**src/rtl/core/taq_pkg.sv**
```systemverilog
// Shared constants, types and the CORDIC arctangent table for the tilt angle quantizer.
package taq_pkg;

  localparam int ACCEL_BITS_DEF = 16;
  localparam int LIMIT_W        = 15;
  localparam int CFG_INDEX_W    = 8;
  localparam int CODE_W         = 8;
  localparam int QDEPTH         = 2;

  localparam logic [CFG_INDEX_W-1:0] REG_TILT_LIMIT     = 8'd0;
  localparam logic [CFG_INDEX_W-1:0] REG_VERTICAL_LIMIT = 8'd1;

  localparam logic [LIMIT_W-1:0] TILT_LIMIT_RST     = 15'd1638;
  localparam logic [LIMIT_W-1:0] VERTICAL_LIMIT_RST = 15'd3973;

  localparam logic [CODE_W-1:0] CODE_DEAD  = 8'd128;
  localparam logic [CODE_W-1:0] CODE_POS_X = 8'd127;
  localparam logic [CODE_W-1:0] CODE_NEG_X = 8'd255;

  // CORDIC datapath: magnitudes are aligned so that their top lands at bit FRAC_POS - 1
  localparam int CORDIC_STEPS = 31;
  localparam int FRAC_POS     = 60;
  localparam int CW           = FRAC_POS + 2;
  localparam int ZW           = 32;
  localparam int ATAN_W       = 30;
  localparam int ALPHA_W      = 31;
  localparam int THETA_W      = 32;

  localparam logic [ALPHA_W-1:0] QUARTER_TURN = 31'd1073741824;
  localparam logic [THETA_W:0]   HALF_TURN    = 33'd2147483648;
  localparam logic [THETA_W:0]   FULL_TURN    = 33'd4294967296;

  typedef struct packed {
    logic                forced;
    logic                dead;
    logic [CODE_W-1:0]   code;
    logic                x_neg;
    logic                y_neg;
  } item_ctl_t;

  // atan(2^-i) in units of 2^32 per turn, rounded
  function automatic logic [ATAN_W-1:0] turn_atan(input int unsigned i);
    logic [ATAN_W-1:0] t;
    case (i)
      0:  t = 30'd536870912;
      1:  t = 30'd316933406;
      2:  t = 30'd167458907;
      3:  t = 30'd85004756;
      4:  t = 30'd42667331;
      5:  t = 30'd21354465;
      6:  t = 30'd10679838;
      7:  t = 30'd5340245;
      8:  t = 30'd2670163;
      9:  t = 30'd1335087;
      10: t = 30'd667544;
      11: t = 30'd333772;
      12: t = 30'd166886;
      13: t = 30'd83443;
      14: t = 30'd41722;
      15: t = 30'd20861;
      16: t = 30'd10430;
      17: t = 30'd5215;
      18: t = 30'd2608;
      19: t = 30'd1304;
      20: t = 30'd652;
      21: t = 30'd326;
      22: t = 30'd163;
      23: t = 30'd81;
      24: t = 30'd41;
      25: t = 30'd20;
      26: t = 30'd10;
      27: t = 30'd5;
      28: t = 30'd3;
      29: t = 30'd1;
      30: t = 30'd1;
      default: t = '0;
    endcase
    return t;
  endfunction

endpackage

```
**src/rtl/core/taq_queue.sv**
```systemverilog
// Short first-in first-out queue between the front end and the angle pipeline.
module taq_queue #(
  parameter int WIDTH = 8,
  parameter int DEPTH = taq_pkg::QDEPTH
) (
  input  logic             clk,
  input  logic             rst,
  input  logic             wr_en,
  input  logic [WIDTH-1:0] wr_data,
  input  logic             rd_en,
  output logic             rd_valid,
  output logic [WIDTH-1:0] rd_data,
  output logic             full
);
  import taq_pkg::*;

  localparam int PW = (DEPTH > 1) ? $clog2(DEPTH) : 1;
  localparam int NW = $clog2(DEPTH + 1);
  localparam logic [PW-1:0] LAST = PW'(DEPTH - 1);

  logic [WIDTH-1:0] mem [0:DEPTH-1];
  logic [PW-1:0]    wr_ptr;
  logic [PW-1:0]    rd_ptr;
  logic [NW-1:0]    count;
  logic             do_wr;
  logic             do_rd;

  assign full     = (count == NW'(DEPTH));
  assign rd_valid = (count != '0);
  assign rd_data  = mem[rd_ptr];
  assign do_wr    = wr_en && !full;
  assign do_rd    = rd_en && rd_valid;

  always_ff @(posedge clk) begin
    if (do_wr) begin
      mem[wr_ptr] <= wr_data;
    end
  end

  always_ff @(posedge clk) begin
    if (rst) begin
      wr_ptr <= '0;
      rd_ptr <= '0;
      count  <= '0;
    end else begin
      if (do_wr) begin
        wr_ptr <= (wr_ptr == LAST) ? '0 : wr_ptr + 1'b1;
      end
      if (do_rd) begin
        rd_ptr <= (rd_ptr == LAST) ? '0 : rd_ptr + 1'b1;
      end
      unique case ({do_wr, do_rd})
        2'b10:   count <= count + 1'b1;
        2'b01:   count <= count - 1'b1;
        default: count <= count;
      endcase
    end
  end

endmodule

```
**config.mk**
```make
export PLATFORM = sky130hd
export DESIGN_NAME = taq_queue
export DESIGN_NICKNAME = d
export VERILOG_FILES = /design/src/rtl/core/taq_pkg.sv /design/src/rtl/core/taq_queue.sv
export SDC_FILE = /design/constraint.sdc
export NUM_CORES = 1
export LEC_CHECK = 0
export BUFFER_PORTS_ARGS = -buffer_cell sky130_fd_sc_hd__buf_2
export CAP_MARGIN = 20
export CORE_MARGIN = 3
export CORE_UTILIZATION = 50
export DETAILED_ROUTE_END_ITERATION = 12
export GPL_ROUTABILITY_DRIVEN = 0
export PLACE_DENSITY = 0.84
export SYNTH_ARGS = -nofsm -noshare
export SYNTH_HDL_FRONTEND = slang
export SYNTH_SLANG_ARGS = --single-unit
```
**constraint.sdc**
```tcl
create_clock -name clk -period 2.6 [get_ports clk]
set_input_delay 0.26 -clock clk [delete_from_list [all_inputs] [get_ports clk]]
set_output_delay 0.26 -clock clk [all_outputs]
set_load 0.03 [all_outputs]
```
==> flow_metrics.tcl, run 1 <==
set metrics [dict create \
    synth_top_area_frac 0.600 \
    crit_type "register to output port" \
    syn_inst 51 \
    cts.repair.resized 0 \
    portBuffers 21 \
    cts.sinks 21 \
    cellPowerDensity_nw_per_um2 1070 \
    worst_pin_slew_ns 0.396 \
    period_minus_slack_ns 1.66 \
    worstSetupEndpoint "rd_data[1]" \
    postRouteAntennaNets 0 \
    area_growth_pct 18.3 \
    grt_pass1_vias 475 \
    hold_slack_ns 0.148 \
    routedWlPerCell_um 13.5 \
    p_int_w 0.000645 \
    ctsHoldBuffers 0 \
    yosys.area.top_type "edfxtp_1" \
    cts.path.max_buffers 2 \
    synth-simple-area-share 0.0609 \
    swShare 0.363 \
    drcViolationCount 0 \
    drive_above_1_share 0.467 \
    synth_mux_area_frac 0.112 \
    yosys.area_share.adder 0.0156 \
    fin_crit_sh 0.637 \
    setup_violations 0 \
    skew_ns 0.00262 \
    synth_top_family_by_area "multiplexers" \
    vias_per_cell 5.30 \
    cellLeakagePower_nw 0.387 \
    status "finished clean" \
    diodes 0 \
    vias 477 \
    max_cap_violations 0 \
    rr_worst_depth 4 \
    hold_class "input pin to register" \
    final_max_slew_viol_count 0 \
    overflow 0 \
    synth_edf_count 16 \
    synth-compound-area-share 0.0344 \
    antenna_found_initial 0 \
    end_kind "output port" \
    path_max_fanout 8 \
    synth_xor_area_frac 0.0328 \
    synth-seq-cells 21 \
    drt-initial-drc-count 8 \
    setup_slack_ns 0.943 \
    wl_mm 1.21 \
    reg2reg_to "mem[0][6]" \
    synth_area_um2 801 \
    maxSlewHeadroom 0.736 \
    synth_ff_type "edfxtp_1" \
    hold_violations 0 \
    fill_cells 105 \
    die_x_um 46.0 \
    startpoint_type "register" \
    start_util 0.572 \
    path_clk_slew_ns 0.10 \
    yosysUniqueCellTypes 18 \
    syn-num-nets 64 \
    p_seq_frac 0.474 \
    dp_hpwl_um 918 \
    cts_tree "done" \
    async_reset_ff_frac 0 \
    yosys.cell_count.top_type "edfxtp_1" \
    setup_tns_ns 0 \
    p_comb_frac 0.379 \
    grt_pass1_wl_mm 1.93 \
    reg2reg_slack_ns 1.06 \
    power.share.clock 0.147 \
    cts_made_buffers 3 \
    rows 13 \
    syn_area_per_cell_um2 15.7 \
    timing.fmax_ghz 0.603 \
    synth_common_cells "edfxtp_1 (16), mux2_2 (8), dfxtp_1 (5)" \
    grt_usage 0.135 \
    timing.rr.start "count[0]" \
    fin_util 0.677 \
    drtPass1Iterations 4 \
    core_um2 1400 \
    yosysSeqAreaShare 0.725 \
    dp_slack_ns 1.06 \
    cts_root_buf "clkbuf_4" \
    nNetsFinal 89 \
    postCtsSetupRepairBufs 0 \
    grt_max_degree 12 \
    switchingPower_w 0.000368 \
    htreeDepth 1 \
    die_y_um 46.0 \
    worstPathRequired_ns 2.34 \
    ys_warn_count 0 \
    boundaryPins 22 \
    dieArea_um2 2120 \
    vdd_drop_max_v 0.000624 \
    clk_latency_ns 0.29 \
    rsz0062_at_grt "no" \
    synthTopCellsByArea "edfxtp_1 (60%), dfxtp_1 (13%), mux2_2 (11%)" \
    cp.arrival_ns 1.40 \
]
-- worst max-delay path: stages (launching register included) --
cell	delay [ns]
dfxtp_1	0.55
mux2_2	0.38
buf_2	0.18
-- through the flow --
stage	cell area [um^2]	cells	power, W
global placement	921	86	0.000863
finish	947	90	0.00101
detailed placement	921	86	0.000876
global route	947	90	0.00107
CTS	947	90	0.00102
floorplan	801	51	0.000779
-- cell usage in the layout (no fill, tap or decap), types with 2 or more instances in the layout --
| master | count |
|---|---|
| buf_2 | 21 |
| inv_1 | 2 |
| edfxtp_1 | 16 |
| mux2_2 | 8 |
| dfxtp_1 | 5 |
| or3_1 | 2 |
| xnor2_1 | 2 |
| nor2_1 | 3 |
| clkbuf_4 | 3 |
| a21oi_1 | 2 |
| o21ai_0 | 2 |
-- flip-flops by register name, indices dropped and copies added (netlist names), named ones only --
register	count
mem	16
rd_ptr	1
wr_ptr	1
count	2
-- layout make-up --
cell class | count | area [um^2] | area share
Sequential cell | 21 | 581 | 0.613
Timing Repair Buffer | 21 | 105 | 0.111
Multi-Input combinational cell | 26 | 205 | 0.217
Clock buffer | 4 | 26.3 | 0.0277
Tap cell | 15 | 18.8 | 0.0198
Inverter | 3 | 11.3 | 0.0119
-- cells by family (layout without fill, tap and decap cells) --
| logic type | after synthesis | after routing |
|---|---|---|
| xor gates and xnor gates | 3 | 3 |
| muxes | 8 | 8 |
| and+or+nand+nor | 9 | 9 |
| DFF | 21 | 21 |
| adders and majority gates | 1 | 1 |
| buffers and inverters | 4 | 28 |
| AOI/OAI and AO/OA | 5 | 5 |
-- metal layers --
layer	vias up	share of wire	routed length, um	global-route usage
met1	222	0.41	501	0.153
li1	234	-	-	-
met2	17	0.50	612	0.225
met3	4	0.064	77	0.0356
met5	-	0	0	0
met4	0	0.017	21	0.0795
-- power by group through the flow --
stage	Combinational [W]	Clock [W]	Sequential [W]
after floorplan	0.000317	0	0.000463
after global placement	0.000379	0	0.000484
after detailed placement	0.000387	0	0.000489
after CTS	0.000389	0.000154	0.000481
after global routing	0.000418	0.000165	0.000490
final	0.000384	0.000149	0.000480
-- how the worst min path moves through the flow --
stage	startpoint	end	slack (ns)	cells after the start
2_1_floorplan	rst	count[1]	0.33	1
3_3_place_gp	wr_data[2]	mem[1][2]	0.45	1
3_5_place_dp	wr_data[2]	mem[0][2]	0.45	1
4_1_cts	wr_data[7]	mem[1][7]	0.14	1
5_1_grt	wr_data[2]	mem[1][2]	0.14	1
6_report	wr_data[1]	mem[0][1]	0.15	1
(Power assumes the default switching activity.)
==> inputs of run 2 (changes only) <==
ABC_AREA = 1   (was unset)
CORE_UTILIZATION = 45   (was 50)
PLACE_DENSITY = 0.79   (was 0.84)
clock period = 1.5 ns   (was 2.6 ns; I/O delays follow)
==> run 2 against run 1 <==
  * Setup slack lost 0.85 ns
  * Sequential share of layout area shrank 4.7 points
  * Non-clock buffer count grew 1
  * Register-to-register slack lost 0.95 ns
  * First-iteration DRC count grew 25%
  * Final cell count grew 28%
==> flow_metrics.tcl, run 2 <==
set metrics [dict create \
    layout_commonest_cell "buf_2" \
    dieArea_um2 2470 \
    synth_ff_type "edfxtp_1" \
    power.share.clock 0.169 \
    drive_above_1_share 0.467 \
    timing.fmax_ghz 0.712 \
    synth-seq-cells 21 \
    end_kind "output port" \
    cellPowerDensity_nw_per_um2 1490 \
    period_minus_slack_ns 1.41 \
    grt_pass1_wl_mm 2.19 \
    boundaryPins 22 \
    clk_latency_ns 0.29 \
    rsz0062_at_grt "no" \
    wl_mm 1.37 \
    cellLeakagePower_nw 0.442 \
    instances_no_fill 115 \
    vias_per_cell 4.66 \
    setup_violations 0 \
    antenna_found_initial 0 \
    syn-num-nets 78 \
    p_total_w 0.00154 \
    synth_area_um2 858 \
    die_y_um 49.7 \
    path_clk_slew_ns 0.11 \
    fill_cells 157 \
    die_x_um 49.7 \
    yosys.area.top_type "edfxtp_1" \
    ys_warn_count 0 \
    cp.arrival_ns 1.26 \
    path_max_fanout 8 \
    vias 536 \
    hold_slack_ns 0.0356 \
    setup_tns_ns 0 \
    crit_type "register to output port" \
    worstPathRequired_ns 1.35 \
    drt-initial-drc-count 10 \
    postRouteAntennaNets 0 \
    rows 15 \
    switchingPower_w 0.000547 \
    synth_common_cells "edfxtp_1 (16), nor2_1 (8), inv_1 (6), mux2_1 (6)" \
    area_growth_pct 20.6 \
    grt_usage 0.122 \
    yosysUniqueCellTypes 18 \
    status "finished clean" \
    max_cap_violations 0 \
    synthTopCellsByArea "edfxtp_1 (56%), dfxtp_1 (12%), mux2_1 (7.9%)" \
    htreeDepth 1 \
    vdd_drop_max_v 0.000776 \
    synth_top_area_frac 0.560 \
    p_comb_frac 0.328 \
    dp_hpwl_mm 1.02 \
    cts.sinks 21 \
    start_util 0.487 \
    seq_area_um2 586 \
    reg2reg_slack_ns 0.11 \
    grt_max_degree 13 \
    hold_violations 0 \
    fin_crit_sh 0.937 \
    cts_tree "done" \
    yosysSeqAreaShare 0.676 \
    drtPass1Iterations 4 \
    portBuffers 21 \
    skew_ns 0.000680 \
    drcViolationCount 0 \
    dp_cells 111 \
    cts_made_buffers 3 \
    swShare 0.356 \
    syn_inst 65 \
    grt_pass1_vias 501 \
    synth_edf_count 16 \
    worst_pin_slew_ns 0.315 \
    final_max_slew_viol_count 0 \
    core_um2 1760 \
    yosys.cell_count.top_type "edfxtp_1" \
    cts_root_buf "clkbuf_4" \
    ctsHoldBuffers 0 \
    mostFrequentLayoutCells "buf_2 (21), edfxtp_1 (16), nor2_1 (8)" \
    cts.path.max_buffers 2 \
    reg_top3 "mem: 16 flops, count: 2 flops" \
    async_reset_ff_frac 0 \
    largest_reg_flops 16 \
    hold_class "input pin to register" \
    p_int_w 0.000990 \
    startpoint_type "register" \
    regMostFlops "mem" \
    overflow 0 \
    maxSlewHeadroom 0.790 \
    nNetsFinal 104 \
    syn_area_per_cell_um2 13.2 \
    p_seq_frac 0.503 \
    diodes 0 \
    multiInputGateArea_um2 235 \
    routedWlPerCell_um 11.9 \
]
[run 2: power groups by stage]
stage / Clock, W / Sequential (W) / Combinational [W]
final: 0.000260 / 0.000773 / 0.000504
after global routing: 0.000298 / 0.000783 / 0.000552
after global placement: 0 / 0.000776 / 0.000485
after detailed placement: 0 / 0.000780 / 0.000502
after CTS: 0.000269 / 0.000769 / 0.000502
after floorplan: 0 / 0.000753 / 0.000399
[run 2: cell type report]
type | count | share of cell area
Clock buffer | 3 | 0.0218
Clock inverter | 1 | 0.00484
Inverter | 10 | 0.0411
Multi-Input combinational cell | 33 | 0.227
Sequential cell | 21 | 0.566
Tap cell | 25 | 0.0302
Timing Repair Buffer | 22 | 0.109
[run 2: final timing paths]
check,cells past startpoint,to,start
min,1,mem[0][0],wr_data[0]
max,2,rd_data[4],register
min reg2reg,2,register,rd_ptr
max reg2reg,10,count[1],count[1]
[run 2: cells by family (layout without fill, tap and decap cells)]
kind of cell             count (synthesis)  in the layout  synth area share
multiplexers                             8              8             0.105
AO/OA/AOI/OAI                            3              3            0.0219
adder cells (fa/ha/maj)                  1              1            0.0146
AND/OR/NAND/NOR                         21             21             0.127
buffers and inverters                   11             36            0.0554
flip-flops                              21             21             0.676
[run 2: metal layers]
layer / wire (um) / track usage
met1: 567 / 0.145
met2: 703 / 0.198
met3: 90 / 0.0332
met4: 8 / 0.0691
met5: 0 / 0
[run 2: critical path, cell delays in order, from the launching register on]
cell and delay (ns):
dfxtp_4 0.42, mux2_2 0.36, buf_2 0.18
[run 2: stage by stage]
stage               setup slack [ns]  cell area (um^2)  utilization
floorplan                     0.0353               858            -
detailed placement            0.0979               997        0.565
CTS                           0.0446              1030        0.582
finish                        0.0948              1030        0.587
global placement               0.158               997        0.565
global route                  0.0203              1030        0.587
[run 2: repair_timing]
item                       CTS  global route
cloned                       0             0
setup buffers                0             0
setup endpoints to repair    8             6
resized for setup            1             3
