**src/rtl/core/taq_pkg.sv**
```systemverilog
// Shared constants, types and the CORDIC arctangent table for the tilt angle quantizer.
package taq_pkg;

  localparam int ACCEL_BITS_DEF = 16;
  localparam int LIMIT_W        = 15;
  localparam int CFG_INDEX_W    = 8;
  localparam int CODE_W         = 8;
  localparam int QDEPTH         = 2;

  localparam logic [CFG_INDEX_W-1:0] REG_TILT_LIMIT     = 8'd0;
  localparam logic [CFG_INDEX_W-1:0] REG_VERTICAL_LIMIT = 8'd1;

  localparam logic [LIMIT_W-1:0] TILT_LIMIT_RST     = 15'd1638;
  localparam logic [LIMIT_W-1:0] VERTICAL_LIMIT_RST = 15'd3973;

  localparam logic [CODE_W-1:0] CODE_DEAD  = 8'd128;
  localparam logic [CODE_W-1:0] CODE_POS_X = 8'd127;
  localparam logic [CODE_W-1:0] CODE_NEG_X = 8'd255;

  // CORDIC datapath: magnitudes are aligned so that their top lands at bit FRAC_POS - 1
  localparam int CORDIC_STEPS = 31;
  localparam int FRAC_POS     = 60;
  localparam int CW           = FRAC_POS + 2;
  localparam int ZW           = 32;
  localparam int ATAN_W       = 30;
  localparam int ALPHA_W      = 31;
  localparam int THETA_W      = 32;

  localparam logic [ALPHA_W-1:0] QUARTER_TURN = 31'd1073741824;
  localparam logic [THETA_W:0]   HALF_TURN    = 33'd2147483648;
  localparam logic [THETA_W:0]   FULL_TURN    = 33'd4294967296;

  typedef struct packed {
    logic                forced;
    logic                dead;
    logic [CODE_W-1:0]   code;
    logic                x_neg;
    logic                y_neg;
  } item_ctl_t;

  // atan(2^-i) in units of 2^32 per turn, rounded
  function automatic logic [ATAN_W-1:0] turn_atan(input int unsigned i);
    logic [ATAN_W-1:0] t;
    case (i)
      0:  t = 30'd536870912;
      1:  t = 30'd316933406;
      2:  t = 30'd167458907;
      3:  t = 30'd85004756;
      4:  t = 30'd42667331;
      5:  t = 30'd21354465;
      6:  t = 30'd10679838;
      7:  t = 30'd5340245;
      8:  t = 30'd2670163;
      9:  t = 30'd1335087;
      10: t = 30'd667544;
      11: t = 30'd333772;
      12: t = 30'd166886;
      13: t = 30'd83443;
      14: t = 30'd41722;
      15: t = 30'd20861;
      16: t = 30'd10430;
      17: t = 30'd5215;
      18: t = 30'd2608;
      19: t = 30'd1304;
      20: t = 30'd652;
      21: t = 30'd326;
      22: t = 30'd163;
      23: t = 30'd81;
      24: t = 30'd41;
      25: t = 30'd20;
      26: t = 30'd10;
      27: t = 30'd5;
      28: t = 30'd3;
      29: t = 30'd1;
      30: t = 30'd1;
      default: t = '0;
    endcase
    return t;
  endfunction

endpackage

```
**src/rtl/core/taq_front.sv**
```systemverilog
// Front end: limit registers, sample acceptance and dead zone classification.
module taq_front #(
  parameter int ACCEL_BITS = taq_pkg::ACCEL_BITS_DEF
) (
  input  logic                               clk,
  input  logic                               rst,
  input  logic                               start,
  input  logic                               queue_full,
  output logic                               busy,
  input  logic signed [ACCEL_BITS-1:0]       accel_x,
  input  logic signed [ACCEL_BITS-1:0]       accel_y,
  input  logic signed [ACCEL_BITS-1:0]       accel_z,
  input  logic                               cfg_valid,
  output logic                               cfg_ready,
  input  logic [taq_pkg::CFG_INDEX_W-1:0]    cfg_index,
  input  logic [taq_pkg::LIMIT_W-1:0]        cfg_data,
  output logic                               push,
  output logic [ACCEL_BITS-1:0]              push_ax,
  output logic [ACCEL_BITS-1:0]              push_ay,
  output taq_pkg::item_ctl_t                 push_ctl
);
  import taq_pkg::*;

  localparam int CMP_W = (ACCEL_BITS > LIMIT_W) ? ACCEL_BITS : LIMIT_W;

  logic [LIMIT_W-1:0]    tilt_limit;
  logic [LIMIT_W-1:0]    vertical_limit;
  logic [ACCEL_BITS-1:0] mag_x;
  logic [ACCEL_BITS-1:0] mag_y;
  logic [ACCEL_BITS-1:0] mag_z;
  logic                  x_zero;
  logic                  y_zero;
  logic                  dead;

  assign cfg_ready = 1'b1;

  always_ff @(posedge clk) begin
    if (rst) begin
      tilt_limit     <= TILT_LIMIT_RST;
      vertical_limit <= VERTICAL_LIMIT_RST;
    end else if (cfg_valid && cfg_ready) begin
      unique case (cfg_index)
        REG_TILT_LIMIT:     tilt_limit     <= cfg_data;
        REG_VERTICAL_LIMIT: vertical_limit <= cfg_data;
        default: ;
      endcase
    end
  end

  // the most negative value negates to an exact unsigned magnitude
  assign mag_x  = accel_x[ACCEL_BITS-1] ? (~accel_x + 1'b1) : accel_x;
  assign mag_y  = accel_y[ACCEL_BITS-1] ? (~accel_y + 1'b1) : accel_y;
  assign mag_z  = accel_z[ACCEL_BITS-1] ? (~accel_z + 1'b1) : accel_z;
  assign x_zero = (accel_x == '0);
  assign y_zero = (accel_y == '0);

  assign dead = (CMP_W'(mag_z) > CMP_W'(tilt_limit)) ||
                (CMP_W'(mag_x) > CMP_W'(vertical_limit)) ||
                (x_zero && y_zero);

  assign busy    = queue_full;
  assign push    = start && !busy;
  assign push_ax = mag_x;
  assign push_ay = mag_y;

  always_comb begin
    push_ctl.x_neg = accel_x[ACCEL_BITS-1];
    push_ctl.y_neg = accel_y[ACCEL_BITS-1];
    push_ctl.dead  = dead;
    priority if (dead) begin
      push_ctl.forced = 1'b1;
      push_ctl.code   = CODE_DEAD;
    end else if (y_zero) begin
      push_ctl.forced = 1'b1;
      push_ctl.code   = accel_x[ACCEL_BITS-1] ? CODE_NEG_X : CODE_POS_X;
    end else begin
      push_ctl.forced = 1'b0;
      push_ctl.code   = CODE_DEAD;
    end
  end

endmodule

```
**config.mk**
```make
export PLATFORM = sky130hd
export DESIGN_NAME = taq_front
export DESIGN_NICKNAME = d
export VERILOG_FILES = /design/src/rtl/core/taq_pkg.sv /design/src/rtl/core/taq_front.sv
export SDC_FILE = /design/constraint.sdc
export NUM_CORES = 1
export LEC_CHECK = 0
export BUFFER_PORTS_ARGS = -buffer_cell sky130_fd_sc_hd__buf_4
export CORE_MARGIN = 2
export CORE_UTILIZATION = 53
export DETAILED_ROUTE_END_ITERATION = 8
export GPL_TIMING_DRIVEN = 0
export PLACE_DENSITY_LB_ADDON = 0.2
export SYNTH_ARGS = -nofsm -noshare
export SYNTH_HDL_FRONTEND = slang
export SYNTH_SLANG_ARGS = --single-unit
```
**constraint.sdc**
```tcl
create_clock -name clk -period 7.25 [get_ports clk]
set_clock_uncertainty 0.15 [all_clocks]
set_input_delay 1.0875 -clock clk [delete_from_list [all_inputs] [get_ports clk]]
set_output_delay 1.0875 -clock clk [all_outputs]
set_load 0.01 [all_outputs]
```
==> impl_metrics.csv, run 1 <==
group,metric,value,unit
power_and_ir_drop,p_clk_share,26.9,%
detailed_routing,vias,2950,
critical_path,crit_type,"in -> out",
synth,synth-main-ff-cell,"dfxtp_1",
synth,synthMuxAreaShare,5.85,%
timing,finalHoldViolations,0,
power_and_ir_drop,p_comb_share,37.2,%
detailed_routing,drt-vias-per-instance,5.21,
cts,clock_sinks,30,
power_and_ir_drop,p_leak,1.87,nW
cts,cts_tree,"yes",
cts,cts_resized,0,
synth,syn_nets,480,
detailed_routing,drc,0,
synth,synthAdderAreaFrac,14.2,%
global_routing,track_usage,23.0,%
cts,hold_buffers,0,
cts,cts_max_level,2,
timing,fmax,0.174,GHz
synth,seq_area_frac_synth,20.7,%
timing,worst_slew_pin_slew,0.693,ns
synth,avgSynthCellArea,7.84,µm²
power_and_ir_drop,pwr-share-seq,35.9,%
cells_and_area,fin_nets,605,
placement,dp_hpwl,6180,µm
synth,ys_top_cells_by_area,"dfxtp_1 (21%), ha_1 (14%), xnor2_1 (11%)",
global_routing,grt_pass1_vias,2754,
floorplanning,die_h,78.1,µm
synth,yosysUniqueCellTypes,46,
floorplanning,start_util,55.9,%
cells_and_area,syn_to_final_growth,36.1,%
timing,maxSlewHeadroom,53.4,%
global_routing,overflow,0,
synth,yosys_warnings,0,
cts,clock_latency,0.28,ns
critical_path,worst_ep_arrival_time,4.51,ns
synth,synth_compound_area_share,16.4,%
synth,synth_top_area_share,20.7,%
cts,clkSlewWorstSetupHoldPaths,0.06,ns
cts,cts_buffer_depth,2,
detailed_routing,wl,7090,µm
synth,synth-seq-cells,30,
power_and_ir_drop,ir_drop,0.0000762,V
power_and_ir_drop,cellPowerDensity,116,mW/mm²
cells_and_area,drive_gt1_share,28.8,%
power_and_ir_drop,internal-power,0.000322,W
critical_path,end_kind,"primary output",
critical_path,cp-start-kind,"primary input",
detailed_routing,highest_layer,"met4",
detailed_routing,first_pass_iters,4,
timing,tns,0,ns
floorplanning,core_area,0.00520,mm²
run_status,status,"finished clean",
cts,cts_setup_buffers,0,
synth,synth_area,0.00291,mm²
timing,setup_viol,0,
job,max_cap_viol_count,0,
placement,io_buffers,118,
global_routing,grt_start_max_net_pins,11,
floorplanning,rows,26,
floorplanning,die_area,0.00609,mm²
power_and_ir_drop,p_sw,0.000139,W
synth,syn_inst,371,
synth,ys_async_sr_fraction,0,%
synth,synth_edf_count,0,
floorplanning,io_pins,123,
synth,synth-xor-area-share,11.7,%
critical_path,startpoint,"accel_z[1]",
cells_and_area,mostFrequentLayoutCell,"buf_4",
timing,grt_setup_unrepaired,"no",
critical_path,path_max_fanout,7,
detailed_routing,ant_nets,0,
cts,cts_root_buffer,"clkbuf_8",
critical_path,r2r-start,"tilt_limit[10]$_SDFFE_PP1P_",
detailed_routing,wirelength_met1,3110,µm
min_path,worstHoldStart,"vertical_limit[2]$_SDFFE_PP1P_",
timing,report.final.slew_viol_count,0,
detailed_routing,route.met3.wl,352,µm
detailed_routing,drtIter0Drc,60,
power_and_ir_drop,swShare,30.1,%
placement,gp_congestion,0.827,
cells_and_area,final_cell_mix,"buf_4 (132), inv_1 (43), nor2_1 (37)",
synth,yosys.area_share.simple,20.4,%
detailed_routing,wl_met2,3570,µm
timing,fin_crit_sh,79.3,%
floorplanning,die_w,78.1,µm
synth,yosysTopAreaCell,"dfxtp_1",
cts,numCtsBuffers,5,
detailed_routing,wl_per_cell,12.5,µm
global_routing,grt_pass1_wl,11700,µm
power_and_ir_drop,power,0.000461,W
timing,period_needed,5.75,ns
critical_path,crit_required,6.01,ns
cells_and_area,diodes,0,
global_routing,grt_antenna_before_repair,0,
synth,synth_top_family_by_area,"simple AND/OR/NAND/NOR gates",
min_path,hold_class,"reg -> reg",
## power groups by stage
stage               clock network [W]  registers, W  logic (W)
floorplan                           0      0.000169  0.0000872
global placement                    0      0.000169   0.000167
detailed placement                  0      0.000169   0.000172
CTS                          0.000124      0.000165   0.000172
global route                 0.000131      0.000165   0.000190
finish                       0.000124      0.000165   0.000172
## cell families after synthesis
family,Yosys count
buf+inv,68
compound gates,68
mux,17
flops,30
xor+xnor,39
fa+ha+maj,33
simple gates,115
other cells,1
## synth_stat cells (2+ instances only)
cell and number:
a211o_1 13, a211oi_1 2, a21boi_0 2, a21o_1 4, a21oi_1 9, and2_1 2
buf_1 2, buf_4 14, clkbuf_1 9, dfxtp_1 30, ha_1 33, inv_1 43
mux2i_1 17, nand2_1 24, nand2b_1 6, nand3_1 6, nand4_1 8, nor2_1 37
nor2b_1 3, nor3_1 3, nor4_1 7, nor4b_1 3, o21ai_0 15, o221ai_1 2
o31a_1 2, o31ai_1 7, o41ai_1 5, or3_1 7, or3_4 2, xnor2_1 35
xor2_1 4
## cell type report
cell class	count	area, µm²
multi-input combinational	273	2000
fill	424	1250
timing repair buffer	118	886
sequential	30	601
inverter	43	161
buffer	25	146
tap	70	87.6
clock buffer	7	76.3
## worst max-delay path, cell delays in order
cell	delay [ns]
buf_4	0.11
or3_1	0.40
or3_1	0.45
o31ai_1	0.30
xnor2_1	0.16
ha_1	0.26
a21o_1	0.15
a21oi_1	0.15
o221ai_1	0.14
o31ai_1	0.59
and4b_1	0.45
buf_4	0.15
buf_4	0.11
## path summary, 6_finish.rpt
path / end / slack (ns) / depth (start not counted)
setup / recovery: push_ctl[4] / 1.50 / 13
hold reg to reg: vertical_limit[2]$_SDFFE_PP1P_ / 0.31 / 1
setup reg to reg: tilt_limit[10]$_SDFFE_PP1P_ / 6.30 / 3
hold / removal: vertical_limit[2]$_SDFFE_PP1P_ / 0.31 / 1
## per-layer routing
metal / track usage, % / up-vias
met4: 4.74 / 0
met2: 43.5 / 75
met5: 0 / -
li1: - / 1536
met1: 27.5 / 1333
met3: 3.22 / 6
## registers in the layout, indices dropped and copies added (netlist names)
name	cells
vertical_limit	15
tilt_limit	15
## per-stage QoR
step | hold slack [ns] | setup WS, ns | std cells | utilization, % | instance area (µm²)
2_1_floorplan | 0.285 | 2.02 | 371 | - | 2910
3_3_place_gp | 0.297 | 1.55 | 559 | 74.6 | 3880
3_5_place_dp | 0.307 | 1.46 | 559 | 74.6 | 3880
4_1_cts | 0.315 | 1.46 | 566 | 76.0 | 3960
5_1_grt | 0.336 | 1.25 | 566 | 76.0 | 3960
6_report | 0.314 | 1.50 | 566 | 76.0 | 3960
Note: power is estimated with default switching activity, not from simulation.
==> run 2, diff against run 1 <==
CORE_UTILIZATION = 44   (was 53)
clock period = 5.04 ns   (was 7.25 ns; I/O delays follow)
==> run 2 against run 1 <==
  * Hold slack lost 0.0035 ns
  * Critical path depth is the same
  * Utilization shrank 13 points
  * Flip-flop and latch count is the same
  * Combinational power grew 48%
  * Critical endpoint is now push_ctl[6]
  * Count of clock-buffer cells in the layout shrank 1
  * First-iteration DRC count grew 52%
  * Total power grew 47%
==> impl_metrics.csv, run 2 (synthesis gave the netlist of run 1 again) <==
group,metric,value,unit
cells_and_area,fin_nets,606,
critical_path,reg2reg_to,"tilt_limit[5]$_SDFFE_PP1P_",
floorplanning,core_area,0.00639,mm²
global_routing,grt_pass1_wl,12300,µm
placement,placed_cells,566,
timing,fmax,0.208,GHz
global_routing,overflow,0,
critical_path,r2r-start,"tilt_limit[5]$_SDFFE_PP1P_",
placement,gp_congestion,0.843,
critical_path,cp_slowest_cell,"or4_4",
cells_and_area,finalInstanceArea,0.00402,mm²
power_and_ir_drop,cellPowerDensity,168,mW/mm²
critical_path,worstPathBufferInverterCount,3,
detailed_routing,ant_nets,0,
critical_path,crit_family,"simple AND/OR/NAND/NOR gates",
timing,period_needed,4.81,ns
critical_path,worst_ep_arrival_time,3.91,ns
critical_path,crit_type,"in -> out",
timing,maxSlewHeadroom,50.0,%
global_routing,grt_antenna_before_repair,0,
placement,dp_hpwl,6270,µm
cts,numCtsBuffers,5,
cells_and_area,final_cell_mix,"buf_4 (133), inv_1 (43), nor2_1 (37)",
timing,setup_viol,0,
critical_path,r2r_slack,4.06,ns
detailed_routing,drtIter0Drc,91,
detailed_routing,wl_per_cell,13.0,µm
cts,clock_latency,0.27,ns
detailed_routing,first_pass_iters,4,
min_path,hold_depth,1,
detailed_routing,drc,0,
cells_and_area,drive_gt1_share,30.2,%
cts,clkSlewWorstSetupHoldPaths,0.06,ns
cells_and_area,syn_to_final_growth,38.3,%
floorplanning,rows,29,
cts,cts_tree,"yes",
power_and_ir_drop,ir_drop,0.000126,V
cts,cts_buffer_depth,2,
timing,tns,0,ns
critical_path,crit_required,4.13,ns
cts,cts_max_level,2,
critical_path,rr_worst_depth,3,
global_routing,track_usage,20.2,%
floorplanning,io_pins,123,
timing,grt_setup_unrepaired,"no",
placement,placed_area,0.00389,mm²
power_and_ir_drop,p_leak,1.89,nW
cells_and_area,diodes,0,
timing,fin_crit_sh,95.5,%
timing,worst_slew_pin_slew,0.740,ns
detailed_routing,wl,7450,µm
critical_path,slowest_delay,0.54,ns
detailed_routing,vias,2964,
timing,finalHoldViolations,0,
critical_path,crit_top_cell,"buf_4",
min_path,worstHoldStart,"vertical_limit[9]$_SDFFE_PP1P_",
cells_and_area,final_cells,573,
floorplanning,start_util,45.5,%
floorplanning,die_h,85.3,µm
timing,report.final.slew_viol_count,0,
job,max_cap_viol_count,0,
critical_path,cp_cell_sequence,"buf_4, or4_4, or3_4, o21ai_1, xnor2_1, ha_1, and3_1, a221oi_1, o221ai_1, o21ai_2, and4b_2, buf_4, buf_4",
global_routing,grt_pass1_vias,2861,
critical_path,cp-start-kind,"primary input",
floorplanning,die_w,85.3,µm
floorplanning,die_area,0.00728,mm²
global_routing,grt_start_max_net_pins,11,
cts,clock_sinks,30,
critical_path,end_kind,"primary output",
detailed_routing,drt-vias-per-instance,5.17,
cells_and_area,mostFrequentLayoutCell,"buf_4",
min_path,hold_class,"reg -> reg",
critical_path,path_max_fanout,7,
cts,cts_root_buffer,"clkbuf_8",
placement,io_buffers,118,
run_status,status,"finished clean",
cells_and_area,reg_top3,"tilt_limit x15, vertical_limit x15",
min_path,min_to,"vertical_limit[9]$_SDFFE_PP1P_",
timing,fin_hold_ws,0.311,ns
==> run 2: layer usage <==
layer	global-route usage [%]	vias up	wire length, µm
li1	-	1542	-
met1	24.0	1333	3250
met2	37.2	77	3700
met3	4.09	12	392
met4	4.76	0	103
met5	0	-	0
==> run 2: final cells by class <==
class | instances | area [µm²]
fillers | 587 | 2360
multi-input cells | 273 | 2040
repair buffers | 119 | 893
flip-flops and latches | 30 | 601
inverters | 43 | 161
plain buffers | 25 | 146
well taps | 77 | 96.3
clock buffers | 6 | 82.6
==> run 2: repair_timing <==
item | in CTS | in global routing
buffers inserted | 0 | 1
pin swaps | 0 | 2
setup endpoints to repair | 6 | 7
gates resized for setup | 2 | 7
hold buffers | 0 | 0
cloned | 0 | 0
==> run 2: report_power, final <==
group	total, W	internal, W	switching, W
sequential	0.000238	0.000238	0.000000183
clock	0.000184	0.000105	0.0000788
combinational	0.000255	0.000134	0.000121
==> run 2: stage by stage <==
stage,setup slack [ns],total power [W],util [%]
6_report,0.227,0.000676,63.0
4_1_cts,0.0932,0.000678,62.4
5_1_grt,0.00312,0.000719,63.0
3_5_place_dp,-0.0776,0.000492,60.9
3_3_place_gp,-0.0203,0.000486,60.9
2_1_floorplan,0.469,0.000368,-
==> run 2: worst max-delay path by stage <==
| stage | start | to | slack, ns | depth (start not counted) |
|---|---|---|---|---|
| finish | accel_x[10] | push_ctl[6] | 0.23 | 13 |
| global route | accel_z[1] | push_ctl[5] | 0.003 | 13 |
| CTS | accel_z[1] | push_ctl[6] | 0.09 | 13 |
| detailed placement | accel_z[1] | push_ctl[6] | -0.08 | 13 |
| global placement | accel_z[1] | push_ctl[8] | -0.02 | 13 |
| floorplan | accel_x[10] | push_ctl[3] | 0.47 | 11 |
==> run 3, diff against run 2 <==
CORE_UTILIZATION = 30   (was 44)
==> run 3 against run 2 <==
  * Count of clock-buffer cells in the layout rose by 1
  * Combinational power up 2%
  * Utilization decreased by 19 points
==> impl_metrics.csv, run 3 (synthesis gave the netlist of run 1 again) <==
group,metric,value,unit
min_path,hold_class,"reg -> reg",
timing,period_needed,4.83,ns
global_routing,gr-usage-met2,27.2,%
floorplanning,die_h,102,µm
cells_and_area,mostFrequentLayoutCell,"buf_4",
power_and_ir_drop,ir_drop,0.0000702,V
power_and_ir_drop,power,0.000693,W
timing,fin_crit_sh,95.9,%
cells_and_area,diodes,0,
cells_and_area,reg_top3,"tilt_limit x15, vertical_limit x15",
cells_and_area,syn_to_final_growth,41.6,%
cts,clock_sinks,30,
critical_path,path_max_fanout,7,
placement,io_buffers,118,
global_routing,met3_usage,4.24,%
power_and_ir_drop,cellPowerDensity,168,mW/mm²
timing,fin_ws,0.208,ns
detailed_routing,drt-vias-per-instance,4.70,
floorplanning,core_area,0.00933,mm²
placement,dp_hpwl,7020,µm
cells_and_area,final_cell_mix,"buf_4 (134), inv_1 (43), nor2_1 (37)",
floorplanning,rows,35,
cts,cts_tree,"yes",
cells_and_area,register_area,601,µm²
timing,fmax,0.207,GHz
global_routing,grt_start_max_net_pins,11,
cts,clkSlewWorstSetupHoldPaths,0.06,ns
detailed_routing,wl,8200,µm
timing,setup_viol,0,
job,max_cap_viol_count,0,
critical_path,cp-start-kind,"primary input",
cts,numCtsBuffers,5,
timing,finalHoldViolations,0,
cells_and_area,multi_input_area,0.00205,mm²
critical_path,worst_ep_arrival_time,3.93,ns
critical_path,crit_type,"in -> out",
cts,clock_latency,0.27,ns
power_and_ir_drop,p_leak,1.91,nW
timing,grt_setup_unrepaired,"no",
timing,fin_hold_ws,0.315,ns
cts,cts_buffer_depth,2,
timing,maxSlewHeadroom,49.5,%
floorplanning,die_area,0.0105,mm²
global_routing,track_usage,15.8,%
global_routing,grt.busiest_layer,"met2",
global_routing,grt_antenna_before_repair,0,
timing,report.final.slew_viol_count,0,
cts,cts_root_buffer,"clkbuf_8",
global_routing,grt_pass1_wl,13400,µm
floorplanning,die_w,102,µm
detailed_routing,ant_nets,0,
placement,pre_cts_ws,-0.191,ns
detailed_routing,vias,2951,
cells_and_area,nFillCells,971,
timing,worst_slew_pin_slew,0.758,ns
global_routing,grt_pass1_vias,3005,
critical_path,crit_required,4.13,ns
floorplanning,start_util,31.2,%
detailed_routing,drc,0,
detailed_routing,drtIter0Drc,63,
cells_and_area,fin_nets,607,
global_routing,grt_util_met1,20.4,%
cells_and_area,utilization,44.1,%
run_status,status,"finished clean",
cells_and_area,drive_gt1_share,31.3,%
global_routing,overflow,0,
floorplanning,io_pins,123,
detailed_routing,first_pass_iters,4,
cts,cts_max_level,2,
detailed_routing,wl_per_cell,13.1,µm
critical_path,end_kind,"primary output",
placement,gp_congestion,0.805,
==> run 3: worst max-delay path, cell delays in order <==
cell and delay, ns:
buf_4 0.13, or4_4 0.54, or3_4 0.36, o21ai_0 0.20, xnor2_1 0.20, ha_1 0.31, and3_1 0.23, a221oi_2 0.28
o221ai_1 0.18, o21ai_2 0.19, and4b_2 0.32, buf_4 0.13, buf_4 0.10
==> run 3: what timing repair did <==
item	CTS	global route
setup endpoints to repair	7	8
gates resized for setup	3	8
pin swaps	0	3
hold buffers	0	0
setup buffers	0	2
==> run 3: cell type report <==
class	instances	share of cell area (%)
Buffer	25	3.56
Clock buffer	7	2.10
Clock inverter	1	0.122
Inverter	43	3.92
Multi-Input combinational cell	273	49.9
Sequential cell	30	14.6
Tap cell	129	3.92
Timing Repair Buffer	120	21.9
==> run 3: metrics by stage <==
step                      instance area [µm²]  setup TNS (ns)  cells
final                                    4120               0    628
after global routing                     4120               0    628
after CTS                                4060               0    626
after detailed placement                 3960           -1.22    618
after global placement                   3960          -0.403    618
after floorplan                          2910               0    371
==> run 3: worst paths after layout <==
check,from,end,cells past startpoint,slack [ns]
setup / recovery,accel_x[10],push_ctl[4],13,0.21
hold / removal,vertical_limit[2]$_SDFFE_PP1P_,vertical_limit[2]$_SDFFE_PP1P_,1,0.32
setup reg to reg,tilt_limit[6]$_SDFFE_PP1P_,tilt_limit[6]$_SDFFE_PP1P_,3,4.08
hold reg to reg,vertical_limit[2]$_SDFFE_PP1P_,vertical_limit[2]$_SDFFE_PP1P_,1,0.32
==> run 3: routing by layer <==
| metal | part of all wire [%] | vias to the layer above |
|---|---|---|
| met5 | 0 | - |
| met4 | 0.44 | 0 |
| met3 | 6.2 | 5 |
| met2 | 48 | 62 |
| met1 | 45 | 1343 |
| li1 | - | 1541 |
==> run 3: where the power goes <==
group	total (W)	switching [W]	internal [W]
sequential	0.000238	0.000000182	0.000237
clock	0.000197	0.0000869	0.000110
combinational	0.000259	0.000124	0.000135
